===== src/sv/mocs_pkg.sv =====
// Shared widths, register indexes and reset constants of the clock offset estimator.
package mocs_pkg;

   localparam int LOCAL_W  = 63;
   localparam int TIME_W   = 64;
   localparam int LEN_W    = 8;
   localparam int WIN_W    = 10;
   localparam int COUNT_W  = 11;
   localparam int DELAY_W  = 16;
   localparam int TOL_W    = 16;
   localparam int TMO_W    = 32;
   localparam int CSR_IDX_W  = 3;
   localparam int CSR_DATA_W = 32;

   localparam logic [LEN_W-1:0] MIN_MSG_LEN = LEN_W'(8);

   localparam logic [WIN_W-1:0]   INITIAL_WINDOW_RST   = WIN_W'(800);
   localparam logic [WIN_W-1:0]   RESYNC_WINDOW_RST    = WIN_W'(200);
   localparam logic [DELAY_W-1:0] LINK_DELAY_RST       = DELAY_W'(240);
   localparam logic [TOL_W-1:0]   ACCEPT_TOLERANCE_RST = TOL_W'(150);
   localparam logic [TMO_W-1:0]   DESYNC_TIMEOUT_RST   = TMO_W'(30000000);

   localparam logic [TIME_W-1:0] TIME_MAX_POS = {1'b0, {(TIME_W-1){1'b1}}};

   localparam logic OP_SAMPLE = 1'b0;
   localparam logic OP_CHECK  = 1'b1;

   typedef enum logic [CSR_IDX_W-1:0] {
      CSR_INITIAL_WINDOW   = 3'd0,
      CSR_RESYNC_WINDOW    = 3'd1,
      CSR_LINK_DELAY       = 3'd2,
      CSR_ACCEPT_TOLERANCE = 3'd3,
      CSR_DESYNC_TIMEOUT   = 3'd4
   } csr_index_type;

endpackage


===== src/sv/mocs_req_if.sv =====
// Input channel carrying sample and check items.
interface mocs_req_if import mocs_pkg::*; ();
   logic                     valid;
   logic                     ready;
   logic                     op;
   logic [LOCAL_W-1:0]       local_time;
   logic signed [TIME_W-1:0] remote_time;
   logic [LEN_W-1:0]         message_len;

   modport source (output valid, op, local_time, remote_time, message_len, input ready);
   modport sink   (input valid, op, local_time, remote_time, message_len, output ready);
endinterface


===== src/sv/mocs_rsp_if.sv =====
// Result channel carrying the sync state after each item.
interface mocs_rsp_if import mocs_pkg::*; ();
   logic                     valid;
   logic                     ready;
   logic                     is_synced;
   logic signed [TIME_W-1:0] clock_offset;
   logic signed [TIME_W-1:0] synced_time;
   logic                     offset_updated;
   logic                     window_rejected;
   logic                     sync_cleared;

   modport source (output valid, is_synced, clock_offset, synced_time, offset_updated,
                   window_rejected, sync_cleared, input ready);
   modport sink   (input valid, is_synced, clock_offset, synced_time, offset_updated,
                   window_rejected, sync_cleared, output ready);
endinterface


===== src/sv/mocs_csr_if.sv =====
// Configuration write channel.
interface mocs_csr_if import mocs_pkg::*; ();
   logic                  valid;
   logic                  ready;
   logic [CSR_IDX_W-1:0]  index;
   logic [CSR_DATA_W-1:0] data;

   modport source (output valid, index, data, input ready);
   modport sink   (input valid, index, data, output ready);
endinterface


===== src/sv/min_offset_clock_sync.sv =====
// A result passes through the input, state and output stage registers before it is valid.
// Throughput: one item per cycle while the result channel is ready; the offset and window state
// close their loop within the state stage, so every item sees the state left by the one before it.
// Each stage holds its item until the next one is free, so bubbles collapse under stalls.
// Reset (synchronous, active high) restores the register defaults, clears the offset and
// window state and empties the pipeline.
module min_offset_clock_sync import mocs_pkg::*; (
   input  logic       clock,
   input  logic       reset,
   mocs_req_if.sink   req_chan,
   mocs_rsp_if.source rsp_chan,
   mocs_csr_if.sink   csr_chan
);

   // Configuration registers.
   logic [WIN_W-1:0]   initial_window_ff;
   logic [WIN_W-1:0]   resync_window_ff;
   logic [DELAY_W-1:0] link_delay_ff;
   logic [TOL_W-1:0]   accept_tolerance_ff;
   logic [TMO_W-1:0]   desync_timeout_ff;

   // Estimator state.
   logic [TIME_W-1:0]  offset_ff,      offset_in;
   logic [LOCAL_W-1:0] last_calib_ff,  last_calib_in;
   logic [TIME_W-1:0]  window_min_ff,  window_min_in;
   logic [COUNT_W-1:0] count_ff,       count_in;
   logic               synced_ff,      synced_in;

   // Pipeline stages.
   logic               s1_valid_ff;
   logic               s1_op_ff;
   logic               s1_len_ok_ff;
   logic [LOCAL_W-1:0] s1_local_ff;
   logic [TIME_W-1:0]  s1_diff_ff;

   logic               s2_valid_ff;
   logic               s2_synced_ff;
   logic [TIME_W-1:0]  s2_offset_ff;
   logic [LOCAL_W-1:0] s2_local_ff;
   logic               s2_updated_ff;
   logic               s2_rejected_ff;
   logic               s2_cleared_ff;

   logic               rsp_valid_ff;
   logic               rsp_synced_ff;
   logic [TIME_W-1:0]  rsp_offset_ff;
   logic [TIME_W-1:0]  rsp_time_ff;
   logic               rsp_updated_ff;
   logic               rsp_rejected_ff;
   logic               rsp_cleared_ff;

   logic s3_ready, s2_ready, s1_ready, move12;
   logic updated_in, rejected_in, cleared_in;

   // Datapath terms of the state stage.
   logic               min_less;
   logic [TIME_W-1:0]  min_next;
   logic [COUNT_W-1:0] count_next;
   logic               window_close;
   logic [TIME_W-1:0]  delay_ext, tol_ext, neg_tol, base, dev;
   logic               in_tol;
   logic [LOCAL_W-1:0] calib_age;
   logic               timed_out;

   assign s3_ready = !rsp_valid_ff || rsp_chan.ready;
   assign s2_ready = !s2_valid_ff || s3_ready;
   assign s1_ready = !s1_valid_ff || s2_ready;
   assign move12   = s1_valid_ff && s2_ready;

   assign req_chan.ready = s1_ready;
   assign csr_chan.ready = 1'b1;

   always_ff @(posedge clock) begin
      if (reset) begin
         initial_window_ff   <= INITIAL_WINDOW_RST;
         resync_window_ff    <= RESYNC_WINDOW_RST;
         link_delay_ff       <= LINK_DELAY_RST;
         accept_tolerance_ff <= ACCEPT_TOLERANCE_RST;
         desync_timeout_ff   <= DESYNC_TIMEOUT_RST;
      end else if (csr_chan.valid) begin
         unique case (csr_chan.index)
            CSR_INITIAL_WINDOW:   initial_window_ff   <= csr_chan.data[WIN_W-1:0];
            CSR_RESYNC_WINDOW:    resync_window_ff    <= csr_chan.data[WIN_W-1:0];
            CSR_LINK_DELAY:       link_delay_ff       <= csr_chan.data[DELAY_W-1:0];
            CSR_ACCEPT_TOLERANCE: accept_tolerance_ff <= csr_chan.data[TOL_W-1:0];
            CSR_DESYNC_TIMEOUT:   desync_timeout_ff   <= csr_chan.data[TMO_W-1:0];
            default: ;
         endcase
      end
   end

   // The difference needs no state, so it is formed on the way into the first stage.
   always_ff @(posedge clock) begin
      if (reset) begin
         s1_valid_ff <= 1'b0;
      end else if (s1_ready) begin
         s1_valid_ff <= req_chan.valid;
      end
      if (s1_ready) begin
         s1_op_ff     <= req_chan.op;
         s1_len_ok_ff <= req_chan.message_len >= MIN_MSG_LEN;
         s1_local_ff  <= req_chan.local_time;
         s1_diff_ff   <= {1'b0, req_chan.local_time} - req_chan.remote_time;
      end
   end

   always_comb begin
      delay_ext  = {{(TIME_W-DELAY_W){1'b0}}, link_delay_ff};
      tol_ext    = {{(TIME_W-TOL_W){1'b0}}, accept_tolerance_ff};
      neg_tol    = TIME_W'(0) - tol_ext;
      min_less   = $signed(s1_diff_ff) < $signed(window_min_ff);
      min_next   = min_less ? s1_diff_ff : window_min_ff;
      count_next = count_ff + COUNT_W'(1);
      window_close = (synced_ff && (count_next > {1'b0, resync_window_ff})) ||
                     (count_next > {1'b0, initial_window_ff});
      base = offset_ff + delay_ext;
      // Both candidate minimums are subtracted in parallel; the compare picks one.
      dev  = min_less ? (base - s1_diff_ff) : (base - window_min_ff);
      // Magnitude within tolerance, tested without negating the deviation.
      in_tol = dev[TIME_W-1] ? ($signed(dev) >= $signed(neg_tol)) : (dev <= tol_ext);
      calib_age = s1_local_ff - last_calib_ff;
      timed_out = (last_calib_ff != '0) && (s1_local_ff >= last_calib_ff) &&
                  (calib_age >= {{(LOCAL_W-TMO_W){1'b0}}, desync_timeout_ff});

      offset_in     = offset_ff;
      last_calib_in = last_calib_ff;
      window_min_in = window_min_ff;
      count_in      = count_ff;
      synced_in     = synced_ff;
      updated_in    = 1'b0;
      rejected_in   = 1'b0;
      cleared_in    = 1'b0;

      if (s1_op_ff == OP_SAMPLE) begin
         if (s1_len_ok_ff) begin
            if (window_close) begin
               if (!synced_ff || in_tol) begin
                  offset_in     = min_next - delay_ext;
                  last_calib_in = s1_local_ff;
                  synced_in     = 1'b1;
                  updated_in    = 1'b1;
               end else begin
                  rejected_in = 1'b1;
               end
               count_in      = '0;
               window_min_in = TIME_MAX_POS;
            end else begin
               count_in      = count_next;
               window_min_in = min_next;
            end
         end
      end else if (timed_out) begin
         offset_in     = TIME_MAX_POS;
         last_calib_in = '0;
         window_min_in = TIME_MAX_POS;
         count_in      = '0;
         synced_in     = 1'b0;
         cleared_in    = 1'b1;
      end
   end

   always_ff @(posedge clock) begin
      if (reset) begin
         offset_ff     <= TIME_MAX_POS;
         last_calib_ff <= '0;
         window_min_ff <= TIME_MAX_POS;
         count_ff      <= '0;
         synced_ff     <= 1'b0;
         s2_valid_ff   <= 1'b0;
      end else begin
         if (move12) begin
            offset_ff     <= offset_in;
            last_calib_ff <= last_calib_in;
            window_min_ff <= window_min_in;
            count_ff      <= count_in;
            synced_ff     <= synced_in;
         end
         if (s2_ready) begin
            s2_valid_ff <= s1_valid_ff;
         end
      end
      if (s2_ready) begin
         s2_synced_ff   <= synced_in;
         s2_offset_ff   <= synced_in ? offset_in : '0;
         s2_local_ff    <= s1_local_ff;
         s2_updated_ff  <= updated_in;
         s2_rejected_ff <= rejected_in;
         s2_cleared_ff  <= cleared_in;
      end
   end

   always_ff @(posedge clock) begin
      if (reset) begin
         rsp_valid_ff <= 1'b0;
      end else if (s3_ready) begin
         rsp_valid_ff <= s2_valid_ff;
      end
      if (s3_ready) begin
         rsp_synced_ff   <= s2_synced_ff;
         rsp_offset_ff   <= s2_offset_ff;
         rsp_time_ff     <= s2_synced_ff ? ({1'b0, s2_local_ff} - s2_offset_ff) : '0;
         rsp_updated_ff  <= s2_updated_ff;
         rsp_rejected_ff <= s2_rejected_ff;
         rsp_cleared_ff  <= s2_cleared_ff;
      end
   end

   assign rsp_chan.valid           = rsp_valid_ff;
   assign rsp_chan.is_synced       = rsp_synced_ff;
   assign rsp_chan.clock_offset    = rsp_offset_ff;
   assign rsp_chan.synced_time     = rsp_time_ff;
   assign rsp_chan.offset_updated  = rsp_updated_ff;
   assign rsp_chan.window_rejected = rsp_rejected_ff;
   assign rsp_chan.sync_cleared    = rsp_cleared_ff;

endmodule

===== src/flat_wrapper.sv =====
// flat-port wrapper written by rule: the top's interface ports become plain ports
module min_offset_clock_sync_flat import mocs_pkg::*;
  (clock, reset, req_chan_valid, req_chan_op, req_chan_local_time, req_chan_remote_time, req_chan_message_len, req_chan_ready, rsp_chan_valid, rsp_chan_is_synced, rsp_chan_clock_offset, rsp_chan_synced_time, rsp_chan_offset_updated, rsp_chan_window_rejected, rsp_chan_sync_cleared, rsp_chan_ready, csr_chan_valid, csr_chan_index, csr_chan_data, csr_chan_ready);
  mocs_req_if req_chan_i ();
  mocs_rsp_if rsp_chan_i ();
  mocs_csr_if csr_chan_i ();
  input  logic clock;
  input  logic reset;
  input wire logic [$bits(req_chan_i.valid)-1:0] req_chan_valid;
  input wire logic [$bits(req_chan_i.op)-1:0] req_chan_op;
  input wire logic [$bits(req_chan_i.local_time)-1:0] req_chan_local_time;
  input wire logic [$bits(req_chan_i.remote_time)-1:0] req_chan_remote_time;
  input wire logic [$bits(req_chan_i.message_len)-1:0] req_chan_message_len;
  output wire logic [$bits(req_chan_i.ready)-1:0] req_chan_ready;
  output wire logic [$bits(rsp_chan_i.valid)-1:0] rsp_chan_valid;
  output wire logic [$bits(rsp_chan_i.is_synced)-1:0] rsp_chan_is_synced;
  output wire logic [$bits(rsp_chan_i.clock_offset)-1:0] rsp_chan_clock_offset;
  output wire logic [$bits(rsp_chan_i.synced_time)-1:0] rsp_chan_synced_time;
  output wire logic [$bits(rsp_chan_i.offset_updated)-1:0] rsp_chan_offset_updated;
  output wire logic [$bits(rsp_chan_i.window_rejected)-1:0] rsp_chan_window_rejected;
  output wire logic [$bits(rsp_chan_i.sync_cleared)-1:0] rsp_chan_sync_cleared;
  input wire logic [$bits(rsp_chan_i.ready)-1:0] rsp_chan_ready;
  input wire logic [$bits(csr_chan_i.valid)-1:0] csr_chan_valid;
  input wire logic [$bits(csr_chan_i.index)-1:0] csr_chan_index;
  input wire logic [$bits(csr_chan_i.data)-1:0] csr_chan_data;
  output wire logic [$bits(csr_chan_i.ready)-1:0] csr_chan_ready;
  assign req_chan_i.valid = req_chan_valid;
  assign req_chan_i.op = req_chan_op;
  assign req_chan_i.local_time = req_chan_local_time;
  assign req_chan_i.remote_time = req_chan_remote_time;
  assign req_chan_i.message_len = req_chan_message_len;
  assign req_chan_ready = req_chan_i.ready;
  assign rsp_chan_valid = rsp_chan_i.valid;
  assign rsp_chan_is_synced = rsp_chan_i.is_synced;
  assign rsp_chan_clock_offset = rsp_chan_i.clock_offset;
  assign rsp_chan_synced_time = rsp_chan_i.synced_time;
  assign rsp_chan_offset_updated = rsp_chan_i.offset_updated;
  assign rsp_chan_window_rejected = rsp_chan_i.window_rejected;
  assign rsp_chan_sync_cleared = rsp_chan_i.sync_cleared;
  assign rsp_chan_i.ready = rsp_chan_ready;
  assign csr_chan_i.valid = csr_chan_valid;
  assign csr_chan_i.index = csr_chan_index;
  assign csr_chan_i.data = csr_chan_data;
  assign csr_chan_ready = csr_chan_i.ready;
  min_offset_clock_sync u_core (.clock(clock), .reset(reset), .req_chan(req_chan_i), .rsp_chan(rsp_chan_i), .csr_chan(csr_chan_i));
endmodule

===== config.mk =====
export PLATFORM = sky130hd
export DESIGN_NAME = min_offset_clock_sync_flat
export DESIGN_NICKNAME = d
export VERILOG_FILES = /design/src/sv/mocs_pkg.sv /design/src/sv/mocs_req_if.sv /design/src/sv/mocs_rsp_if.sv /design/src/sv/mocs_csr_if.sv /design/src/sv/min_offset_clock_sync.sv /design/src/flat_wrapper.sv
export SDC_FILE = /design/constraint.sdc
export NUM_CORES = 2
export LEC_CHECK = 0
export BUFFER_PORTS_ARGS = -buffer_cell sky130_fd_sc_hd__buf_4
export CORE_ASPECT_RATIO = 1.75
export CORE_UTILIZATION = 58
export CTS_BUF_LIST = sky130_fd_sc_hd__clkbuf_2 sky130_fd_sc_hd__clkbuf_4 sky130_fd_sc_hd__clkbuf_8
export CTS_CLUSTER_DIAMETER = 60
export DETAILED_ROUTE_END_ITERATION = 8
export GPL_ROUTABILITY_DRIVEN = 0
export MAX_ROUTING_LAYER = met4
export PLACE_DENSITY = 0.8
export SLEW_MARGIN = 40
export SYNTH_ARGS = -nofsm -noshare
export SYNTH_HDL_FRONTEND = slang
export SYNTH_SLANG_ARGS = --single-unit

===== constraint.sdc =====
create_clock -name clock -period 8.7 [get_ports clock]
set_clock_uncertainty 0.05 [all_clocks]
set_input_delay 0.87 -clock clock [delete_from_list [all_inputs] [get_ports clock]]
set_output_delay 0.87 -clock clock [all_outputs]
set_load 0.02 [all_outputs]

==> results.toml <==
[outcome]
outcome = "finished with violations"
violations = "setup timing"

[critical_path]
endpoint = "u_core.last_calib_ff[10]"
crit_arrival_ns = 9.62
required_ns = 9.33
worstPathMaxFanout = 23
worst_r2r_path_depth = 37
cpMostUsedCell = "buf_12"
start_kind = "flop"
worst_path_max_delay_cell = "or4_4"
regToRegSetupSlack_ns = -0.29
startpoint = "u_core.s1_diff_ff[7]"
critPathCaptureType = "flop"
r2r_start = "u_core.s1_diff_ff[7]"
timing.rr.end = "u_core.last_calib_ff[10]"
cp_slowest_stage_delay_ns = 0.58
critPathKind = "reg2reg"

[timing]
maxSlewViolCount = 0
slew_headroom = 0.338
worst_pin_slew_ns = 0.992
fin_tns_setup_ns = -35.20
fin_ws_ns = -0.292
period_minus_slack_ns = 8.99
hold_viol = 0
rsz0062_at_grt = "true"
fin_hold_ws_ns = 0.190
max_freq_ghz = 0.111
setup_violations = 192
period_share = 1.03

[pwr]
power_mw = 13.4
irDropWorstVdd_mv = 0.129
p_seq_frac = 0.273
leakagePower_nw = 28.3
power.density_nw_per_um2 = 219
p_switching_mw = 5.10
clkPwrFrac = 0.226
p_int_mw = 8.31
pwr-share-comb = 0.501
swShare = 0.380

[cells_and_area]
final_common_cell = "buf_4"
postLayoutCellArea_sq_um = 61100
mostFrequentLayoutCells = "buf_4, nand2_1, inv_1"
final_nets = 7169
finish.utilization = 0.735
drive_gt1_frac = 0.226
final_cell_count_no_fill = 7664
syn_to_final_growth_pct = 25.7

[drt]
detail-route-antenna-nets = 0
wl_per_cell_um = 23.1
via_per_inst = 6.41
dr.pass1.iters = 7
vias = 49100
drt-total-wl_um = 177000
drt_iter0_drc = 4995
drc = 0

[floorplan]
pin_count = 311
coreArea_sq_um = 83200
die_x_um = 221
die_area_sq_um = 85100
start_util = 0.585
rows = 140
die_height_um = 385

[synthesis]
yosys_warnings = 0
synth.top_cell.area_share = 0.242
syn_inst = 5599
synth.avg_cell_area_sq_um = 8.69
syn_area_sq_um = 48700
synth_edf_count = 392
ys.flop_type = "edfxtp_1"
synth_top_area_cell = "edfxtp_1"
syn-num-nets = 6261
synth-seq-cells = 682
synth.distinct_cells = 87
ys_seq_area_frac = 0.361
synth_area_leaders = "edfxtp_1, ha_1, dfxtp_1"
synth-async-reset-ratio = 0

[cts]
ctsHoldBuffers = 0
cts_tree = "done"
clock_latency_ns = 0.83
numCtsBuffers = 100
clk_path_buf_depth = 3
clock-sinks = 682
htree_levels = 3
cts_root_buffer = "clkbuf_8"
clkTransAtPathRegs_ns = 0.07

[global_routing]
grtUsageTotal = 0.392
first_global_vias = 46900
grt_pass1_wl_um = 253000
overflow = 0
antenna_found_initial = 8
grt_max_degree = 76

[flow_run]
drv_cap = 0

[placed_design]
dpl_cell_area_sq_um = 56800
place_inst = 7423
dp_slack_ns = -0.688
numPortBuffers = 306
dp_hpwl_um = 128000

[worst_hold_path]
worstHoldPathType = "in2reg"
## cell type report
| type | count | area (sq um) |
|---|---|---|
| clock inverter | 49 | 571 |
| antenna | 8 | 20.0 |
| timing repair buffer | 1021 | 8220 |
| sequential | 682 | 17600 |
| tap | 1065 | 1330 |
| inverter | 487 | 1840 |
| fill | 5522 | 22100 |
| clock buffer | 137 | 1700 |
| multi-input combinational | 4215 | 29900 |
## synth_stat cells (all sizes together) (28+ instances only)
master	number
nand3b	33
o21ai	220
nand3	111
inv	487
nor3	167
o21a	51
a31oi	36
a22o	65
ha	480
nand2	530
buf	63
o211ai	28
xor2	121
a2bb2oi	55
nand2b	109
nor2b	49
nand4	133
dfxtp	290
nor4	63
and3	54
xnor2	223
mux2i	75
a21oi	486
nor2	489
clkbuf	152
edfxtp	392
o21bai	47
a211oi	47
a21o	189
## routing by layer
metal / vias up / wire [um] / global-route usage
li1: 22000 / - / -
met1: 22900 / 59600 / 0.418
met2: 3108 / 81900 / 0.641
met3: 1119 / 17700 / 0.0761
met4: 0 / 17700 / 0.314
met5: - / 0 / -
## power groups by stage
stage          registers (mW)  logic [mW]  clock network (mW)
6_report                 3.67        6.72                3.03
5_1_grt                  3.67        7.17                3.15
4_1_cts                  3.66        6.12                3.01
3_5_place_dp             3.72        5.97                   0
3_3_place_gp             3.72        5.84                   0
2_1_floorplan            3.72        3.26                   0
## state kept, by name (all words and copies together), names as in the netlist, 10 cells and up
register / cells
u_core.accept_tolerance_ff: 16
u_core.count_ff: 11
u_core.desync_timeout_ff: 32
u_core.initial_window_ff: 10
u_core.last_calib_ff: 63
u_core.link_delay_ff: 16
u_core.offset_ff: 64
u_core.resync_window_ff: 10
u_core.rsp_chan.clock_offset: 64
u_core.rsp_chan.synced_time: 64
u_core.s1_diff_ff: 64
u_core.s1_local_ff: 63
u_core.s2_local_ff: 63
u_core.s2_offset_ff: 64
u_core.window_min_ff: 64
## kinds of logic after synthesis
| family | synth area share |
|---|---|
| flip-flops | 0.361 |
| AND/OR/NAND/NOR | 0.187 |
| other | 0.0000771 |
| XOR/XNOR | 0.0619 |
| buffers and inverters | 0.0560 |
| AO/OA/AOI/OAI | 0.192 |
| multiplexers | 0.0164 |
| adder cells (fa/ha/maj) | 0.126 |
## timing repair
item,in CTS,in global routing
pin swaps,25,100
gates resized for setup,56,282
cloned,0,12
setup buffers,11,24
endpoints found under the setup margin,193,238
## how the worst min path moves through the flow
stage | end | from | slack [ns] | cells past startpoint
after floorplan | u_core.rsp_chan.offset_updated | u_core.s2_updated_ff | 0.35 | 0
after global placement | u_core.rsp_chan.window_rejected | u_core.s2_rejected_ff | 0.35 | 0
after detailed placement | u_core.rsp_chan.window_rejected | u_core.s2_rejected_ff | 0.37 | 0
after CTS | u_core.s1_op_ff | req_chan_op | 0.15 | 1
after global routing | u_core.s1_op_ff | req_chan_op | 0.17 | 1
final | u_core.s1_local_ff[42] | req_chan_local_time[42] | 0.19 | 1
## critical path, delay by kind of cell (launching register included)
| family | cells | cell delay, ns |
|---|---|---|
| AOI/OAI and AO/OA | 10 | 2.82 |
| xor gates and xnor gates | 2 | 0.26 |
| adders and majority gates | 4 | 1.22 |
| buffers and inverters | 7 | 0.92 |
| DFF | 1 | 0.42 |
| muxes | 1 | 0.20 |
| and+or+nand+nor | 13 | 2.96 |
Power figures use the tool's default switching activity.
